$ cat src/hw/rtl/cmfs_pkg.sv
// Shared face codes and sizing helpers for the cube map face select block.
`timescale 1ns / 1ps

package cmfs_pkg;

    // Width of the face code on the result beat.
    localparam int FACE_W = 3;

    // Cube faces, numbered as the texture unit expects them.
    typedef enum logic [FACE_W-1:0] {
        FACE_POS_X = 3'd0,
        FACE_NEG_X = 3'd1,
        FACE_POS_Y = 3'd2,
        FACE_NEG_Y = 3'd3,
        FACE_POS_Z = 3'd4,
        FACE_NEG_Z = 3'd5
    } face_t;

    // Face reported when no axis is strictly largest.
    localparam face_t FACE_DEFAULT = FACE_POS_Z;

endpackage

$ cat src/hw/rtl/cmfs_front.sv
// Front end: magnitudes, major axis selection and divider setup in three stages.
`timescale 1ns / 1ps

module cmfs_front #(
    parameter int COMP_WIDTH = 16
) (
    input  logic                          clk,
    input  logic                          rst_n,
    // Upstream side
    input  logic                          in_valid,
    output logic                          in_ready,
    input  logic signed [COMP_WIDTH-1:0]  dir_x,
    input  logic signed [COMP_WIDTH-1:0]  dir_y,
    input  logic signed [COMP_WIDTH-1:0]  dir_z,
    // Downstream side
    output logic                          out_valid,
    input  logic                          out_ready,
    output cmfs_pkg::face_t               out_face,
    output logic [COMP_WIDTH:0]           out_rem_u,
    output logic [COMP_WIDTH:0]           out_rem_v,
    output logic [COMP_WIDTH:0]           out_div
);

    localparam int SW = COMP_WIDTH + 1;

    // Stage 1: sign-extended components and their magnitudes.
    logic                   s1_valid_reg;
    logic signed [SW-1:0]   s1_x_reg, s1_y_reg, s1_z_reg;
    logic [COMP_WIDTH-1:0]  s1_ax_reg, s1_ay_reg, s1_az_reg;
    logic signed [SW-1:0]   s1_x_next, s1_y_next, s1_z_next;
    logic signed [SW-1:0]   s1_nx, s1_ny, s1_nz;
    logic [COMP_WIDTH-1:0]  s1_ax_next, s1_ay_next, s1_az_next;

    // Stage 2: selected face, major magnitude and signed minor components.
    logic                   s2_valid_reg;
    cmfs_pkg::face_t        s2_face_reg, s2_face_next;
    logic [COMP_WIDTH-1:0]  s2_m_reg, s2_m_next;
    logic signed [SW-1:0]   s2_nu_reg, s2_nv_reg, s2_nu_next, s2_nv_next;

    // Stage 3: starting remainders and divisor for the long division.
    logic                   s3_valid_reg;
    cmfs_pkg::face_t        s3_face_reg;
    logic [SW-1:0]          s3_rem_u_reg, s3_rem_v_reg, s3_div_reg;
    logic [SW-1:0]          s3_rem_u_next, s3_rem_v_next, s3_div_next;

    logic s1_ready, s2_ready, s3_ready;
    logic x_major, y_major, z_major;

    // A stage takes a beat when it is empty or its contents move on.
    assign s3_ready = !s3_valid_reg || out_ready;
    assign s2_ready = !s2_valid_reg || s3_ready;
    assign s1_ready = !s1_valid_reg || s2_ready;
    assign in_ready = s1_ready;

    // Stage 1 datapath.
    always_comb
    begin
        s1_x_next  = SW'(dir_x);
        s1_y_next  = SW'(dir_y);
        s1_z_next  = SW'(dir_z);
        s1_nx      = -s1_x_next;
        s1_ny      = -s1_y_next;
        s1_nz      = -s1_z_next;
        s1_ax_next = s1_x_next[SW-1] ? s1_nx[COMP_WIDTH-1:0] : s1_x_next[COMP_WIDTH-1:0];
        s1_ay_next = s1_y_next[SW-1] ? s1_ny[COMP_WIDTH-1:0] : s1_y_next[COMP_WIDTH-1:0];
        s1_az_next = s1_z_next[SW-1] ? s1_nz[COMP_WIDTH-1:0] : s1_z_next[COMP_WIDTH-1:0];
    end

    // Stage 2 datapath. With no strict maximum, m = 1 and zero minors give one half.
    always_comb
    begin
        x_major = (s1_ax_reg > s1_ay_reg) && (s1_ax_reg > s1_az_reg);
        y_major = (s1_ay_reg > s1_ax_reg) && (s1_ay_reg > s1_az_reg);
        z_major = (s1_az_reg > s1_ax_reg) && (s1_az_reg > s1_ay_reg);
        s2_face_next = cmfs_pkg::FACE_DEFAULT;
        s2_m_next    = COMP_WIDTH'(1);
        s2_nu_next   = '0;
        s2_nv_next   = '0;
        if (x_major)
        begin
            s2_m_next  = s1_ax_reg;
            s2_nv_next = s1_y_reg;
            if (!s1_x_reg[SW-1])
            begin
                s2_face_next = cmfs_pkg::FACE_POS_X;
                s2_nu_next   = -s1_z_reg;
            end
            else
            begin
                s2_face_next = cmfs_pkg::FACE_NEG_X;
                s2_nu_next   = s1_z_reg;
            end
        end
        else if (y_major)
        begin
            s2_m_next  = s1_ay_reg;
            s2_nu_next = s1_x_reg;
            if (!s1_y_reg[SW-1])
            begin
                s2_face_next = cmfs_pkg::FACE_POS_Y;
                s2_nv_next   = -s1_z_reg;
            end
            else
            begin
                s2_face_next = cmfs_pkg::FACE_NEG_Y;
                s2_nv_next   = s1_z_reg;
            end
        end
        else if (z_major)
        begin
            s2_m_next  = s1_az_reg;
            s2_nv_next = s1_y_reg;
            if (!s1_z_reg[SW-1])
            begin
                s2_face_next = cmfs_pkg::FACE_POS_Z;
                s2_nu_next   = s1_x_reg;
            end
            else
            begin
                s2_face_next = cmfs_pkg::FACE_NEG_Z;
                s2_nu_next   = -s1_x_reg;
            end
        end
    end

    // Stage 3 datapath. n + m lies in (0, 2m), so it is already below the divisor.
    always_comb
    begin
        s3_rem_u_next = SW'(s2_nu_reg + $signed({1'b0, s2_m_reg}));
        s3_rem_v_next = SW'(s2_nv_reg + $signed({1'b0, s2_m_reg}));
        s3_div_next   = {s2_m_reg, 1'b0};
    end

    // Valid bits.
    always_ff @(posedge clk or negedge rst_n)
    begin
        if (!rst_n)
        begin
            s1_valid_reg <= 1'b0;
            s2_valid_reg <= 1'b0;
            s3_valid_reg <= 1'b0;
        end
        else
        begin
            if (s1_ready)
            begin
                s1_valid_reg <= in_valid;
            end
            if (s2_ready)
            begin
                s2_valid_reg <= s1_valid_reg;
            end
            if (s3_ready)
            begin
                s3_valid_reg <= s2_valid_reg;
            end
        end
    end

    // Payload registers.
    always_ff @(posedge clk)
    begin
        if (s1_ready)
        begin
            s1_x_reg  <= s1_x_next;
            s1_y_reg  <= s1_y_next;
            s1_z_reg  <= s1_z_next;
            s1_ax_reg <= s1_ax_next;
            s1_ay_reg <= s1_ay_next;
            s1_az_reg <= s1_az_next;
        end
        if (s2_ready)
        begin
            s2_face_reg <= s2_face_next;
            s2_m_reg    <= s2_m_next;
            s2_nu_reg   <= s2_nu_next;
            s2_nv_reg   <= s2_nv_next;
        end
        if (s3_ready)
        begin
            s3_face_reg  <= s2_face_reg;
            s3_rem_u_reg <= s3_rem_u_next;
            s3_rem_v_reg <= s3_rem_v_next;
            s3_div_reg   <= s3_div_next;
        end
    end

    assign out_valid = s3_valid_reg;
    assign out_face  = s3_face_reg;
    assign out_rem_u = s3_rem_u_reg;
    assign out_rem_v = s3_rem_v_reg;
    assign out_div   = s3_div_reg;

endmodule

$ cat src/hw/rtl/cmfs_div_stage.sv
// One restoring division step for both coordinates, with its pipeline register.
`timescale 1ns / 1ps

module cmfs_div_stage #(
    parameter int COMP_WIDTH   = 16,
    parameter int UV_FRAC_BITS = 16
) (
    input  logic                     clk,
    input  logic                     rst_n,
    // Upstream side
    input  logic                     in_valid,
    output logic                     in_ready,
    input  cmfs_pkg::face_t          in_face,
    input  logic [COMP_WIDTH:0]      in_rem_u,
    input  logic [COMP_WIDTH:0]      in_rem_v,
    input  logic [COMP_WIDTH:0]      in_div,
    input  logic [UV_FRAC_BITS-1:0]  in_quo_u,
    input  logic [UV_FRAC_BITS-1:0]  in_quo_v,
    // Downstream side
    output logic                     out_valid,
    input  logic                     out_ready,
    output cmfs_pkg::face_t          out_face,
    output logic [COMP_WIDTH:0]      out_rem_u,
    output logic [COMP_WIDTH:0]      out_rem_v,
    output logic [COMP_WIDTH:0]      out_div,
    output logic [UV_FRAC_BITS-1:0]  out_quo_u,
    output logic [UV_FRAC_BITS-1:0]  out_quo_v
);

    localparam int RW = COMP_WIDTH + 1;

    logic                     valid_reg;
    cmfs_pkg::face_t          face_reg;
    logic [RW-1:0]            rem_u_reg, rem_v_reg, div_reg;
    logic [RW-1:0]            rem_u_next, rem_v_next;
    logic [UV_FRAC_BITS-1:0]  quo_u_reg, quo_v_reg, quo_u_next, quo_v_next;
    logic [RW:0]              shift_u, shift_v, diff_u, diff_v;
    logic                     bit_u, bit_v;

    assign in_ready = !valid_reg || out_ready;

    // Double the remainder and subtract the divisor where it fits.
    always_comb
    begin
        shift_u    = {in_rem_u, 1'b0};
        shift_v    = {in_rem_v, 1'b0};
        diff_u     = shift_u - {1'b0, in_div};
        diff_v     = shift_v - {1'b0, in_div};
        bit_u      = !diff_u[RW];
        bit_v      = !diff_v[RW];
        rem_u_next = bit_u ? diff_u[RW-1:0] : shift_u[RW-1:0];
        rem_v_next = bit_v ? diff_v[RW-1:0] : shift_v[RW-1:0];
        quo_u_next = {in_quo_u[UV_FRAC_BITS-2:0], bit_u};
        quo_v_next = {in_quo_v[UV_FRAC_BITS-2:0], bit_v};
    end

    always_ff @(posedge clk or negedge rst_n)
    begin
        if (!rst_n)
        begin
            valid_reg <= 1'b0;
        end
        else if (in_ready)
        begin
            valid_reg <= in_valid;
        end
    end

    always_ff @(posedge clk)
    begin
        if (in_ready)
        begin
            face_reg  <= in_face;
            rem_u_reg <= rem_u_next;
            rem_v_reg <= rem_v_next;
            div_reg   <= in_div;
            quo_u_reg <= quo_u_next;
            quo_v_reg <= quo_v_next;
        end
    end

    assign out_valid = valid_reg;
    assign out_face  = face_reg;
    assign out_rem_u = rem_u_reg;
    assign out_rem_v = rem_v_reg;
    assign out_div   = div_reg;
    assign out_quo_u = quo_u_reg;
    assign out_quo_v = quo_v_reg;

endmodule

$ cat src/hw/rtl/cube_map_face_select_core.sv
// Path: a beat passes the front-end stages, then the divider stages, to the output.
// Throughput: one beat per cycle unless stalled; each divider stage makes a u and v bit.
// Every stage holds its own valid bit and fills bubbles, so a stalled output still
// lets earlier stages accept beats until the pipeline is full.
// Reset: rst_n clears all valid bits asynchronously; data registers are not reset.
`timescale 1ns / 1ps

module cube_map_face_select_core #(
    parameter int COMP_WIDTH   = 16,
    parameter int UV_FRAC_BITS = 16,
    localparam int IN_W  = ((3 * COMP_WIDTH + 7) / 8) * 8,
    localparam int OUT_W = ((cmfs_pkg::FACE_W + 2 * UV_FRAC_BITS + 7) / 8) * 8
) (
    input  logic              clk,
    input  logic              rst_n,
    input  logic              s_axis_tvalid,
    output logic              s_axis_tready,
    input  logic [IN_W-1:0]   s_axis_tdata,   // dir_x, dir_y, dir_z, zero pad
    output logic              m_axis_tvalid,
    input  logic              m_axis_tready,
    output logic [OUT_W-1:0]  m_axis_tdata    // face, u_coord, v_coord, zero pad
);

    localparam int NS = UV_FRAC_BITS;
    localparam int RW = COMP_WIDTH + 1;
    localparam int FW = cmfs_pkg::FACE_W;

    // Hand-off signals between the front end and the divider chain.
    logic                     pv    [NS+1];
    logic                     pr    [NS+1];
    cmfs_pkg::face_t          pface [NS+1];
    logic [RW-1:0]            prem_u[NS+1];
    logic [RW-1:0]            prem_v[NS+1];
    logic [RW-1:0]            pdiv  [NS+1];
    logic [UV_FRAC_BITS-1:0]  pquo_u[NS+1];
    logic [UV_FRAC_BITS-1:0]  pquo_v[NS+1];

    // Unpack the input beat and run the front end.
    cmfs_front #(
        .COMP_WIDTH(COMP_WIDTH)
    ) u_front (
        .clk      (clk),
        .rst_n    (rst_n),
        .in_valid (s_axis_tvalid),
        .in_ready (s_axis_tready),
        .dir_x    (s_axis_tdata[COMP_WIDTH-1:0]),
        .dir_y    (s_axis_tdata[2*COMP_WIDTH-1:COMP_WIDTH]),
        .dir_z    (s_axis_tdata[3*COMP_WIDTH-1:2*COMP_WIDTH]),
        .out_valid(pv[0]),
        .out_ready(pr[0]),
        .out_face (pface[0]),
        .out_rem_u(prem_u[0]),
        .out_rem_v(prem_v[0]),
        .out_div  (pdiv[0])
    );

    assign pquo_u[0] = '0;
    assign pquo_v[0] = '0;

    // Long division, one quotient bit per stage; the last stage is the output register.
    for (genvar i = 0; i < NS; i++)
    begin : g_div
        cmfs_div_stage #(
            .COMP_WIDTH  (COMP_WIDTH),
            .UV_FRAC_BITS(UV_FRAC_BITS)
        ) u_stage (
            .clk      (clk),
            .rst_n    (rst_n),
            .in_valid (pv[i]),
            .in_ready (pr[i]),
            .in_face  (pface[i]),
            .in_rem_u (prem_u[i]),
            .in_rem_v (prem_v[i]),
            .in_div   (pdiv[i]),
            .in_quo_u (pquo_u[i]),
            .in_quo_v (pquo_v[i]),
            .out_valid(pv[i+1]),
            .out_ready(pr[i+1]),
            .out_face (pface[i+1]),
            .out_rem_u(prem_u[i+1]),
            .out_rem_v(prem_v[i+1]),
            .out_div  (pdiv[i+1]),
            .out_quo_u(pquo_u[i+1]),
            .out_quo_v(pquo_v[i+1])
        );
    end

    assign m_axis_tvalid = pv[NS];
    assign pr[NS]        = m_axis_tready;

    // Pack the result beat.
    always_comb
    begin
        m_axis_tdata = '0;
        m_axis_tdata[FW-1:0] = pface[NS];
        m_axis_tdata[FW+UV_FRAC_BITS-1:FW] = pquo_u[NS];
        m_axis_tdata[FW+2*UV_FRAC_BITS-1:FW+UV_FRAC_BITS] = pquo_v[NS];
    end

endmodule

$ cat config.mk
export PLATFORM = sky130hd
export DESIGN_NAME = cube_map_face_select_core
export DESIGN_NICKNAME = d
export VERILOG_FILES = /design/src/hw/rtl/cmfs_pkg.sv /design/src/hw/rtl/cmfs_front.sv /design/src/hw/rtl/cmfs_div_stage.sv /design/src/hw/rtl/cube_map_face_select_core.sv
export SDC_FILE = /design/constraint.sdc
export NUM_CORES = 2
export LEC_CHECK = 0
export ABC_CLOCK_PERIOD_IN_PS = 232800
export BUFFER_PORTS_ARGS = -buffer_cell sky130_fd_sc_hd__buf_2
export CELL_PAD_IN_SITES_DETAIL_PLACEMENT = 1
export CELL_PAD_IN_SITES_GLOBAL_PLACEMENT = 2
export CORE_ASPECT_RATIO = 0.7
export CORE_UTILIZATION = 48
export DETAILED_ROUTE_END_ITERATION = 8
export HOLD_SLACK_MARGIN = 0.1
export PLACE_DENSITY = 0.95
export REMOVE_ABC_BUFFERS = 1
export SYNTH_ARGS = -nofsm -noshare
export SYNTH_HDL_FRONTEND = slang
export SYNTH_HIERARCHICAL = 1
export SYNTH_SLANG_ARGS = --single-unit
$ cat constraint.sdc
create_clock -name clk -period 232.8 [get_ports clk]
set_input_delay 58.2 -clock clk [delete_from_list [all_inputs] [get_ports clk]]
set_output_delay 58.2 -clock clk [all_outputs]
set_load 0.05 [all_outputs]
* Yosys cells after proc, flatten, opt, wreduce, memory -nomap -nowiden
Cells that the tools add are included.
** Word-level totals
- Flip-flop bits (word level) :: 1291
- Input bits :: 52
- Output and inout bits :: 42
- Word-level logic and storage cells :: 328
** Operators by class
- Add/sub/neg operators :: 39
- Order comparisons :: 6
- Muxes and demuxes :: 51
- Reduce and logical (&&, ||, !) cells :: 73
** Operators with widths (count)
- two-way mux 17 bit :: 39
- subtractor 18 x 17 -> 18 bit :: 32
- > comparator 16 bit :: 6
- logical NOT 1 bit :: 51
- two-way mux 16 bit :: 3
- negator 16 bit :: 3
- two-way mux 15 bit :: 3
- adder 17 bit :: 2
- negator 16 -> 17 bit :: 2
- logical OR 1 bit :: 19
- two-way mux 3 bit :: 3
- logical AND 1 bit :: 3
- two-way mux 1 bit :: 3

* Longest topological paths before layout
- Depth in word-level cells :: 20
- Gate-level depth with buffers :: 18

* By module
The synthesis kept the hierarchy.
** Modules (own cells, without submodules)
- cmfs_div_stage at g_div[0].u_stage ... :: times used 10, cells each 382, area each 4909.7 um^2, sequential area each 2607.5 um^2
- cmfs_div_stage at g_div[6].u_stage ... :: times used 3, cells each 395, area each 4860.9 um^2, sequential area each 2607.5 um^2
- cmfs_front :: times used 1, cells each 924, area each 11139.4 um^2, sequential area each 6050.8 um^2
- cmfs_div_stage at g_div[9].u_stage :: times used 1, cells each 444, area each 5147.4 um^2, sequential area each 2607.5 um^2
- cmfs_div_stage at g_div[5].u_stage :: times used 1, cells each 446, area each 5146.2 um^2, sequential area each 2607.5 um^2
- cmfs_div_stage at g_div[11].u_stage :: times used 1, cells each 381, area each 4953.5 um^2, sequential area each 2607.5 um^2
- cube_map_face_select_core :: times used 1, cells each 6, area each 41.3 um^2, sequential area each 0.0 um^2

* Least setup slack after synthesis
OpenSTA, ideal clock, no wires.
- Path kind :: input-to-output
- Start :: input m_axis_tready
- End :: output s_axis_tready
- Data arrival time :: 97.453 ns
- Data required time :: 174.600 ns
- Slack :: 77.147 ns
- Stages on the path :: 17
- Buffers on the path :: 0
- Cell sequence :: nand2b_1 -> nand2b_1 -> nand2b_1 -> nand2b_1 -> nand2b_1 -> nand2b_1 -> nand2b_1 -> nand2b_1 -> nand2b_1 -> nand2b_1 -> nand2b_1 -> nand2b_1 -> nand2b_1 -> nand2b_1 -> nand2b_1 -> nand2b_1 -> nand4b_1
** RTL lines
- start, declared :: RTL line cube_map_face_select_core.sv:20 : input logic m_axis_tready,
- end, declared :: RTL line cube_map_face_select_core.sv:17 : output logic s_axis_tready,

==> out/metrics.yaml <==
final_layout:
  area_growth_pct: 8.553
  drive_gt1_share_pct: 12.45
  fillers: 16910
  mostFrequentLayoutCell: "edfxtp_1"
  nNetsFinal: 7461
  fin_cells: 9099
  final_cell_mix: "edfxtp_1, ha_1, a21oi_1"
setup_path:
  path_buf_inv: 6
  rrSetupSlack_ps: 223520
  crit_chain: "buf_2 > nand2b_2 > nand2b_4 > nand2b_4 > nand2b_4 > nand2b_4 > nand2b_4 > buf_4 > nand2b_4 > nand2b_4 > nand2b_4 > nand2b_4 > nand2b_2 > buf_4 > nand2b_2 > nand2b_2 > buf_4 > nand2b_2 > nand2b_2 > nand2b_2 > buf_4 > nand4b_1 > buf_2"
  crit_fanout: 78
  required_ps: 174600
  r2r_start: "g_div[15].u_stage/out_valid"
  worstSetupStartpointType: "input port"
  cp_slowest_cell: "nand2b_4"
  cp-end-kind: "primary output"
  critPathArrivalTime_ps: 66200
  reg2reg_to: "u_front/s1_ax_reg[13]"
  rr_worst_depth: 22
  slowest_delay_ps: 770
  critical_path.most_common_cell: "nand2b_4"
  crit_type: "input port to primary output"
  cp_top_family: "simple AND/OR/NAND/NOR gates"
status:
  outcome: "finished clean"
global_routing:
  grt_pass1_vias: 58060
  antenna_found_initial: 17
  grt_max_degree: 83
  grt_pass1_wl_um: 365800
  grt_overflow: 0
  track_usage_pct: 28.30
clock_network:
  cts_root_buffer: "clkbuf_16"
  post_cts_buffers: 0
  post_cts_resized: 0
  cts_buffer_depth: 3
  cts.sinks: 1303
  h-tree-depth: 4
  cts_tree: "built"
  clk_pin_slew_ps: 60
  clk_latency_ps: 810
  hold_buffers: 0
  numCtsBuffers: 134
timing:
  worst-slew-pin-transition_ps: 1116
  clock_skew_ps: 48.19
  finalHoldViolations: 0
  fin_crit_ps: 124400
  finalCritPeriodShare_pct: 53.44
  rsz0062_at_grt: "false"
  fin_tns_setup_ps: 0
  maxSlewHeadroom_pct: 25.63
  max_freq_mhz: 8.039
  setup_viol: 0
  hold_ws_ps: 393.1
  final-max-slew-violation-count: 0
die:
  io-pin-count: 94
  fp-row-count: 124
  core_area_mm2: 0.1643
  die_h_um: 343.6
  dieArea_mm2: 0.1683
  die_x_um: 490.0
  start_util_pct: 48.69
synthesis:
  ys_warn_count: 6
  synth_cells: 6730
  syn_area_mm2: 0.08000
  syn_avg_cell_area_um2: 11.89
hold_path:
  hold_class: "register to register"
  hold_path_end: "g_div[7].u_stage/out_quo_v[3]"
  hold_depth: 0
  hold_start: "g_div[6].u_stage/out_quo_v[2]"
placed_design:
  dp_hpwl_um: 180300
  post-place-cells: 8848
  io_buffers: 88
  routabilityCongestion: 0.9163
drt:
  ant_nets: 0
  routedWlPerCell_um: 26.56
  viasPerCell: 6.321
  drt_iter0_markers: 5859
  firstDrtPassIters: 6
  vias: 57520
  drt-total-wl_um: 241700
  post-route-drc-count: 0
flow_run:
  max-cap-violations: 0
[worst max path at each step]
stage,startpoint,end,slack [ps],cells after the start
2_1_floorplan,m_axis_tready,s_axis_tready,84190,17
3_3_place_gp,m_axis_tready,s_axis_tready,108910,23
3_5_place_dp,m_axis_tready,s_axis_tready,108360,23
4_1_cts,m_axis_tready,s_axis_tready,108280,23
5_1_grt,m_axis_tready,s_axis_tready,107870,23
6_report,m_axis_tready,s_axis_tready,108400,23
[area by class of cell]
cell class / count / area (um2) / area share, %
repair buffers: 111 / 610.6 / 0.7031
inverters: 441 / 1680 / 1.935
flip-flops and latches: 1303 / 39030 / 44.94
clock buffers: 160 / 3472 / 3.998
clock inverters: 89 / 1156 / 1.331
multi-input cells: 4789 / 38130 / 43.91
well taps: 2205 / 2759 / 3.177
diodes: 1 / 2.502 / 0.002881
[per-layer routing]
layer | wire (um) | vias to the layer above | GRT usage (%) | share of wire [%]
li1 | - | 25570 | - | -
met2 | 106400 | 2226 | 43.51 | 44
met3 | 19290 | 311 | 4.218 | 8.0
met1 | 111100 | 29400 | 41.97 | 46
met4 | 4837 | 6 | 6.784 | 2.0
met5 | 25 | - | 0 | 0.010
[through the flow]
| stage | cell area, um2 | setup slack, ps | utilization (%) |
|---|---|---|---|
| 2_1_floorplan | 78760 | 84190 | - |
| 3_3_place_gp | 82210 | 108910 | 50.04 |
| 3_5_place_dp | 82210 | 108360 | 50.04 |
| 4_1_cts | 86840 | 108280 | 52.85 |
| 5_1_grt | 86840 | 107870 | 52.86 |
| 6_report | 86850 | 108400 | 52.86 |
Power is not shown: default switching activity piles up to over one toggle a cycle in this logic, so the estimate is an artifact.
